===== config.mk =====
export PLATFORM = sky130hd
export DESIGN_NAME = sync_tagged_record_deframer
export DESIGN_NICKNAME = d
export VERILOG_FILES = /design/src/sv/strd_pkg.sv /design/src/sv/sync_tagged_record_deframer.sv /design/src/sv/strd_front.sv /design/src/sv/strd_queue.sv /design/src/sv/strd_back.sv
export SDC_FILE = /design/constraint.sdc
export NUM_CORES = 1
export LEC_CHECK = 0
export BUFFER_PORTS_ARGS = -buffer_cell sky130_fd_sc_hd__buf_2
export CAP_MARGIN = 20
export CORE_MARGIN = 3
export CORE_UTILIZATION = 55
export DETAILED_ROUTE_END_ITERATION = 8
export HOLD_SLACK_MARGIN = 0.02
export PLACE_DENSITY_LB_ADDON = 0.05
export SLEW_MARGIN = 20
export SYNTH_ARGS = -nofsm -noshare
export SYNTH_HDL_FRONTEND = slang
export SYNTH_SLANG_ARGS = --single-unit

===== constraint.sdc =====
create_clock -name clk -period 5.4 [get_ports clk]
set_input_delay 0.27 -clock clk [delete_from_list [all_inputs] [get_ports clk]]
set_output_delay 0.27 -clock clk [all_outputs]
set_load 0.05 [all_outputs]

===== src/sv/strd_pkg.sv =====
`timescale 1ns / 1ps

package strd_pkg;

  localparam logic [3:0] HEADER_BYTES_RESET = 4'd10;
  localparam logic [7:0] SYNC_VALUE_RESET   = 8'h55;

  // register index taken from paddr[2]
  localparam logic REG_HEADER_BYTES = 1'b0;
  localparam logic REG_SYNC_VALUE   = 1'b1;

  localparam int QUEUE_DEPTH = 2;

  typedef enum logic [1:0] {
    PH_HEADER,
    PH_RECHEAD,
    PH_PAYLOAD
  } phase_t;

  typedef enum logic [1:0] {
    CMD_BYTE,
    CMD_END,
    CMD_SYNC_ERR,
    CMD_TRUNC
  } cmd_kind_t;

  typedef struct packed {
    logic [7:0] in_byte;
    logic       frame_last;
  } in_t;

  typedef struct packed {
    logic [3:0]  rec_type;
    logic [11:0] rec_id;
    logic [6:0]  payload_length;
    logic        update_bit;
    logic [7:0]  payload_byte;
    logic [6:0]  byte_position;
    logic        byte_valid;
    logic        record_end;
    logic        sync_error;
    logic        truncated;
  } out_t;

  typedef struct packed {
    cmd_kind_t   kind;
    logic [7:0]  data;
    logic [6:0]  pos;
    logic        final_byte;
    logic        trunc;
    logic [15:0] type_id;
    logic [6:0]  length;
    logic        update;
  } cmd_t;

endpackage


===== src/sv/sync_tagged_record_deframer.sv =====
`timescale 1ns / 1ps

// path: a byte's result is held in the queue and then in the output register
// throughput: one byte per cycle while full is low, set by the parser in the front stage
// a two-entry queue and the output register let either side stall on its own
// reset: synchronous, active high; clears parser, queue and output state at once
// and sets header_bytes to 10 and sync_value to 0x55

module sync_tagged_record_deframer (
  input  logic           clk,
  input  logic           rst,
  input  logic           push,
  output logic           full,
  input  strd_pkg::in_t  item,
  output logic           empty,
  input  logic           pop,
  output strd_pkg::out_t result,
  input  logic           psel,
  input  logic           penable,
  input  logic           pwrite,
  input  logic [2:0]     paddr,
  input  logic [31:0]    pwdata,
  output logic [31:0]    prdata,
  output logic           pready
);

  logic [3:0]     header_bytes;
  logic [7:0]     sync_value;
  logic           cfg_write;
  logic           accept;
  logic           cmd_valid;
  strd_pkg::cmd_t cmd_front;
  strd_pkg::cmd_t cmd_queued;
  logic           q_full;
  logic           q_not_empty;
  logic           q_take;
  logic           q_wr;

  assign pready    = 1'b1;
  assign cfg_write = psel && penable && pwrite && pready;

  always_ff @(posedge clk) begin
    if (rst) begin
      header_bytes <= strd_pkg::HEADER_BYTES_RESET;
      sync_value   <= strd_pkg::SYNC_VALUE_RESET;
    end else if (cfg_write) begin
      case (paddr[2])
        strd_pkg::REG_HEADER_BYTES: header_bytes <= pwdata[3:0];
        strd_pkg::REG_SYNC_VALUE:   sync_value   <= pwdata[7:0];
        default: ;
      endcase
    end
  end

  always_comb begin
    case (paddr[2])
      strd_pkg::REG_HEADER_BYTES: prdata = {28'd0, header_bytes};
      strd_pkg::REG_SYNC_VALUE:   prdata = {24'd0, sync_value};
      default:                    prdata = 32'd0;
    endcase
  end

  assign full   = q_full;
  assign accept = push && !q_full;
  assign q_wr   = accept && cmd_valid;

  strd_front u_front (
    .clk          (clk),
    .rst          (rst),
    .accept       (accept),
    .item         (item),
    .header_bytes (header_bytes),
    .sync_value   (sync_value),
    .cmd_valid    (cmd_valid),
    .cmd          (cmd_front)
  );

  strd_queue u_queue (
    .clk       (clk),
    .rst       (rst),
    .wr_en     (q_wr),
    .wr_data   (cmd_front),
    .full      (q_full),
    .rd_en     (q_take),
    .rd_data   (cmd_queued),
    .not_empty (q_not_empty)
  );

  strd_back u_back (
    .clk       (clk),
    .rst       (rst),
    .cmd_ready (q_not_empty),
    .cmd       (cmd_queued),
    .cmd_take  (q_take),
    .pop       (pop),
    .empty     (empty),
    .result    (result)
  );

  a_no_overflow: assert property (@(posedge clk) disable iff (rst)
    !(q_wr && q_full))
    else $error("queue written while full");

  a_idle_fields_zero: assert property (@(posedge clk) disable iff (rst)
    (!empty && !result.byte_valid) |->
      (result.payload_byte == 8'd0 && result.byte_position == 7'd0))
    else $error("payload fields set on a result without a payload byte");

  a_end_not_truncated: assert property (@(posedge clk) disable iff (rst)
    !empty |-> !(result.record_end && result.truncated))
    else $error("record end and truncation on the same result");

  a_sync_error_no_data: assert property (@(posedge clk) disable iff (rst)
    (!empty && result.sync_error) |-> (!result.byte_valid && !result.record_end))
    else $error("sync error result carries payload or record end");

endmodule


===== src/sv/strd_front.sv =====
`timescale 1ns / 1ps

module strd_front (
  input  logic          clk,
  input  logic          rst,
  input  logic          accept,
  input  strd_pkg::in_t item,
  input  logic [3:0]    header_bytes,
  input  logic [7:0]    sync_value,
  output logic          cmd_valid,
  output strd_pkg::cmd_t cmd
);

  strd_pkg::phase_t phase, phase_next;
  logic [3:0]  header_count, header_count_next;
  logic        sync_good, sync_good_next;
  logic [15:0] type_id_word, type_id_word_next;
  logic [6:0]  length_reg, length_reg_next;
  logic        update_reg, update_reg_next;
  logic [6:0]  payload_count, payload_count_next;
  logic [1:0]  record_start_count, record_start_count_next;

  logic        in_rechead;
  logic [1:0]  rsc_eff;
  logic [7:0]  pos_plus;
  logic        final_byte;
  logic        len_nz;

  always_ff @(posedge clk) begin
    if (rst) begin
      phase              <= strd_pkg::PH_HEADER;
      header_count       <= 4'd0;
      sync_good          <= 1'b0;
      type_id_word       <= 16'd0;
      length_reg         <= 7'd0;
      update_reg         <= 1'b0;
      payload_count      <= 7'd0;
      record_start_count <= 2'd0;
    end else if (accept) begin
      phase              <= phase_next;
      header_count       <= header_count_next;
      sync_good          <= sync_good_next;
      type_id_word       <= type_id_word_next;
      length_reg         <= length_reg_next;
      update_reg         <= update_reg_next;
      payload_count      <= payload_count_next;
      record_start_count <= record_start_count_next;
    end
  end

  assign pos_plus   = {1'b0, payload_count} + 8'd1;
  assign final_byte = pos_plus >= {1'b0, length_reg};
  assign len_nz     = item.in_byte[6:0] != 7'd0;

  always_comb begin
    phase_next              = phase;
    header_count_next       = header_count;
    sync_good_next          = sync_good;
    type_id_word_next       = type_id_word;
    length_reg_next         = length_reg;
    update_reg_next         = update_reg;
    payload_count_next      = payload_count;
    record_start_count_next = record_start_count;
    cmd_valid    = 1'b0;
    cmd.kind     = strd_pkg::CMD_BYTE;
    cmd.data     = 8'd0;
    cmd.pos      = 7'd0;
    cmd.final_byte = 1'b0;
    cmd.trunc    = 1'b0;
    cmd.type_id  = type_id_word;
    cmd.length   = length_reg;
    cmd.update   = update_reg;
    in_rechead   = 1'b0;
    rsc_eff      = record_start_count;

    case (phase)
      strd_pkg::PH_HEADER: begin
        if (header_count < header_bytes) begin
          header_count_next = header_count + 4'd1;
        end else begin
          // header done: this byte already opens the first record
          in_rechead = 1'b1;
          rsc_eff    = 2'd0;
        end
      end
      strd_pkg::PH_RECHEAD: in_rechead = 1'b1;
      strd_pkg::PH_PAYLOAD: begin
        if (sync_good) begin
          cmd_valid      = 1'b1;
          cmd.kind       = strd_pkg::CMD_BYTE;
          cmd.data       = item.in_byte;
          cmd.pos        = payload_count;
          cmd.final_byte = final_byte;
          cmd.trunc      = item.frame_last && !final_byte;
        end else if (item.frame_last && !final_byte) begin
          cmd_valid = 1'b1;
          cmd.kind  = strd_pkg::CMD_TRUNC;
          cmd.trunc = 1'b1;
        end
        payload_count_next = pos_plus[6:0];
        if (final_byte) begin
          phase_next              = strd_pkg::PH_RECHEAD;
          record_start_count_next = 2'd0;
          payload_count_next      = 7'd0;
        end
      end
      default: phase_next = strd_pkg::PH_HEADER;
    endcase

    if (in_rechead) begin
      phase_next = strd_pkg::PH_RECHEAD;
      case (rsc_eff)
        2'd0: begin
          sync_good_next          = item.in_byte == sync_value;
          record_start_count_next = 2'd1;
        end
        2'd1: begin
          type_id_word_next[15:8] = item.in_byte;
          record_start_count_next = 2'd2;
        end
        2'd2: begin
          type_id_word_next[7:0]  = item.in_byte;
          record_start_count_next = 2'd3;
        end
        default: begin
          length_reg_next         = item.in_byte[6:0];
          update_reg_next         = item.in_byte[7];
          record_start_count_next = 2'd0;
          payload_count_next      = 7'd0;
          cmd.length = item.in_byte[6:0];
          cmd.update = item.in_byte[7];
          if (sync_good) begin
            if (!len_nz) begin
              cmd_valid = 1'b1;
              cmd.kind  = strd_pkg::CMD_END;
            end else if (item.frame_last) begin
              cmd_valid = 1'b1;
              cmd.kind  = strd_pkg::CMD_TRUNC;
              cmd.trunc = 1'b1;
            end
          end else begin
            cmd_valid = 1'b1;
            cmd.kind  = strd_pkg::CMD_SYNC_ERR;
            cmd.trunc = item.frame_last && len_nz;
          end
          if (len_nz) begin
            phase_next = strd_pkg::PH_PAYLOAD;
          end
        end
      endcase
    end

    if (item.frame_last) begin
      phase_next              = strd_pkg::PH_HEADER;
      header_count_next       = 4'd0;
      record_start_count_next = 2'd0;
      payload_count_next      = 7'd0;
    end
  end

endmodule


===== src/sv/strd_queue.sv =====
`timescale 1ns / 1ps

module strd_queue (
  input  logic           clk,
  input  logic           rst,
  input  logic           wr_en,
  input  strd_pkg::cmd_t wr_data,
  output logic           full,
  input  logic           rd_en,
  output strd_pkg::cmd_t rd_data,
  output logic           not_empty
);

  strd_pkg::cmd_t entries [strd_pkg::QUEUE_DEPTH];
  logic       wr_ptr;
  logic       rd_ptr;
  logic [1:0] count;

  always_ff @(posedge clk) begin
    if (wr_en) begin
      entries[wr_ptr] <= wr_data;
    end
  end

  always_ff @(posedge clk) begin
    if (rst) begin
      wr_ptr <= 1'b0;
      rd_ptr <= 1'b0;
      count  <= 2'd0;
    end else begin
      if (wr_en) wr_ptr <= ~wr_ptr;
      if (rd_en) rd_ptr <= ~rd_ptr;
      count <= count + {1'b0, wr_en} - {1'b0, rd_en};
    end
  end

  assign full      = count == 2'(strd_pkg::QUEUE_DEPTH);
  assign not_empty = count != 2'd0;
  assign rd_data   = entries[rd_ptr];

endmodule


===== src/sv/strd_back.sv =====
`timescale 1ns / 1ps

module strd_back (
  input  logic           clk,
  input  logic           rst,
  input  logic           cmd_ready,
  input  strd_pkg::cmd_t cmd,
  output logic           cmd_take,
  input  logic           pop,
  output logic           empty,
  output strd_pkg::out_t result
);

  logic           out_valid;
  strd_pkg::out_t result_next;
  logic           is_data;

  assign cmd_take = cmd_ready && (!out_valid || pop);
  assign empty    = !out_valid;
  assign is_data  = cmd.kind == strd_pkg::CMD_BYTE;

  always_comb begin
    result_next.rec_type       = cmd.type_id[15:12];
    result_next.rec_id         = cmd.type_id[11:0];
    result_next.payload_length = cmd.length;
    result_next.update_bit     = cmd.update;
    result_next.payload_byte   = is_data ? cmd.data : 8'd0;
    result_next.byte_position  = is_data ? cmd.pos : 7'd0;
    result_next.byte_valid     = is_data;
    result_next.record_end     = (is_data && cmd.final_byte) ||
                                 cmd.kind == strd_pkg::CMD_END;
    result_next.sync_error     = cmd.kind == strd_pkg::CMD_SYNC_ERR;
    result_next.truncated      = cmd.trunc;
  end

  always_ff @(posedge clk) begin
    if (rst) begin
      out_valid <= 1'b0;
    end else if (cmd_take) begin
      out_valid <= 1'b1;
    end else if (pop) begin
      out_valid <= 1'b0;
    end
  end

  always_ff @(posedge clk) begin
    if (cmd_take) begin
      result <= result_next;
    end
  end

endmodule

==> flow_metrics.tcl <==
set metrics [dict create \
    relSlewSlack_pct 28.61 \
    dp_hpwl_um 9691 \
    crit_slowest_cell "and2_2" \
    crit_top_cell "ha_1" \
    path_delay_family "simple AND/OR/NAND/NOR gates" \
    p_leak_nw 3.158 \
    drtIter0Drc 394 \
    largest_reg_flops 86 \
    cts_hold_buf 0 \
    drtPass1Iterations 5 \
    fin_crit_ns 4.113 \
    clk_latency_ns 0.43 \
    timing.hold.ws_ns 0.05729 \
    grt-ovfl-total 0 \
    swShare_pct 29.93 \
    hold_viol_final 0 \
    gp_congestion 0.8246 \
    cts_num_sinks 187 \
    cap_violations 0 \
    setup_viol 0 \
    crit_type "reg2reg" \
    wire_per_inst_um 16.53 \
    drt_wl_total_um 14810 \
    antenna_cells 0 \
    die-area_um2 15750 \
    synthDominantAreaCellType "edfxtp_1" \
    yosysSeqAreaShare_pct 64.13 \
    skew_ns 0.008370 \
    fmax_mhz 243.2 \
    ys_types 51 \
    drv_slew 0 \
    synth_edf_count 129 \
    yosysMostFrequentCell "edfxtp_1" \
    cp_data_arrival_time_ns 4.16 \
    track_usage_pct 19.45 \
    area_growth_pct 12.72 \
    synth.area.top_cells "edfxtp_1 49%, dfxtp_1 15%, mux2i_1 4.3%, mux2_2 4.0%, nand2_1 3.2%" \
    critPathLaunchType "flip-flop" \
    cts_buffers 17 \
    vias 4789 \
    cts_tree "done" \
    r2r_slack_ns 1.29 \
    cts_root_buf "clkbuf_16" \
    dpl_worst_slack_ns 1.332 \
    clockBufferDepth 2 \
    antenna_found_initial 0 \
    worst_ep_required_time_ns 5.44 \
    die_h_um 125.5 \
    p_switching_mw 1.027 \
    ys_async_sr_fraction_pct 0 \
    power.density_nw_per_um2 387.7 \
    cp.depth 10 \
    yosys_warnings 0 \
    setup_ws_ns 1.287 \
    hold_class "in2reg" \
    initial_core_util_pct 56.34 \
    reg_top3 "u_queue.entries: 86 flops, u_back.result: 43 flops, u_front.type_id_word: 16 flops" \
    reg2regPathDepth 10 \
    outcome "completed" \
    vias_per_cell 5.345 \
    avgSynthCellArea_um2 12.44 \
    top_register "u_queue.entries" \
    peakVddDrop_v 0.0002212 \
    grt_pass1_vias 4667 \
    synth_area_um2 7851 \
    layout.nets 772 \
    critPathBufInv 0 \
    drive_gt1_share_pct 20.39 \
    p_seq_share_pct 48.4 \
    post-cts-setup-buffers 0 \
    end_kind "flip-flop" \
    grt_pass1_wl_um 23890 \
    grt_max_degree 51 \
    fp.dieW_um 125.5 \
    rsz0062_at_grt "no" \
    ys_seq_elements 187 \
    fin_setup_tns_ns 0 \
    yosys_most_used_dff "edfxtp_1" \
    utilization_pct 63.51 \
    port_buffers 77 \
    max_stage_delay_ns 0.86 \
    syn_inst 631 \
    internal_power_mw 2.404 \
    drtAntennaViolNets 0 \
    power.share.clock_pct 33.7 \
    cts.repair.resized 0 \
    cts-htree-levels 4 \
    finalCritPeriodShare_pct 76.16 \
    min_path_cells 3 \
    drcViolationCount 0 \
    fillCellCount 1085 \
    crit_chain "ha_1 > nand3_1 > nor2_1 > xor2_1 > ha_1 > a21oi_1 > o21ai_0 > nor4_1 > o311a_4 > and2_2" \
    ioPinCount 129 \
    synth.top_cell.area_share_pct 49.34 \
    coreArea_um2 13930 \
    critPathMaxFanout 43 \
    row_count 43 \
    pwr-share-comb_pct 17.9 \
    clk_pin_slew_worst_paths_ns 0.07 \
    ys_top_cells_by_count "129 x edfxtp_1, 67 x nand2_1, 62 x nor2_1" \
    tightest_slew_ns 1.071 \
]
-- placed cells by master (no fill, tap or decap), types with 3 or more instances in the layout --
master,Yosys,layout
and2_1,8,7
a21oi_1,27,27
inv_6,0,3
nand4_1,5,5
nand2_1,67,67
a22o_1,3,3
buf_2,4,77
xnor2_1,12,12
mux2_2,28,28
clkbuf_16,0,17
buf_4,25,4
o31ai_1,3,3
nor2_1,62,62
and3_1,19,19
clkinvlp_4,0,4
nor3_1,4,4
nor2b_1,6,3
ha_1,18,18
conb_1,2,25
o21ai_0,19,19
xor2_1,4,4
nand3_1,14,14
dfxtp_1,58,57
nand4b_1,3,3
edfxtp_1,129,129
mux2i_1,34,34
nand2b_1,5,5
inv_1,21,21
clkinv_1,0,3
-- routing by layer --
layer	GRT usage (%)	wire [um]	up-vias
li1	-	-	2343
met1	25.14	6494	2284
met2	32.22	7294	145
met3	4.613	781	17
met4	7.015	239	0
met5	0	0	-
-- worst min-delay path, stage by stage --
cell	delay, ns
buf_2	0.08
nand2_1	0.04
nand3_1	0.06
-- area by class of cell --
cell class	instances	area, um^2	share of cell area, %
flip-flops and latches	187	5036	56.91
multi-input cells	395	2545	28.76
clock buffers	18	429.2	4.849
repair buffers	81	415.4	4.694
well taps	180	225.2	2.545
clock inverters	14	120.1	1.357
inverters	21	78.83	0.8907
-- power by group through the flow --
stage	Clock (mW)	Sequential (mW)	Combinational (mW)
6_report	1.16	1.66	0.613
5_1_grt	1.24	1.67	0.646
4_1_cts	1.18	1.66	0.620
3_5_place_dp	0	1.69	0.615
3_3_place_gp	0	1.69	0.611
2_1_floorplan	0	1.92	0.263
-- per-stage QoR --
step	cell area [um^2]	power (mW)	std cells
2_1_floorplan	7938	2.185	654
3_3_place_gp	8298	2.299	864
3_5_place_dp	8300	2.307	864
4_1_cts	8850	3.459	896
5_1_grt	8850	3.551	896
6_report	8850	3.431	896
-- path summary, 6_finish.rpt --
| kind | start | to |
|---|---|---|
| worst max-delay path | u_front.payload_count[0] | u_queue.entries[1][32] |
| worst min-delay path | pwdata[6] | sync_value[6] |
| worst max register to register | u_front.payload_count[0] | u_queue.entries[1][32] |
| worst min register to register | u_front.length_reg[4] | u_front.length_reg[4] |
-- cells by family after synthesis --
kind of cell	Yosys count	synth area share, %
XOR/XNOR	16	1.785
AND/OR/NAND/NOR	204	12.27
adder cells (fa/ha/maj)	18	2.869
buffers and inverters	72	4.797
flip-flops	187	64.13
AO/OA/AOI/OAI	69	5.514
other	2	0.09565
multiplexers	63	8.542
No activity file was read; power rests on OpenSTA's default activity.
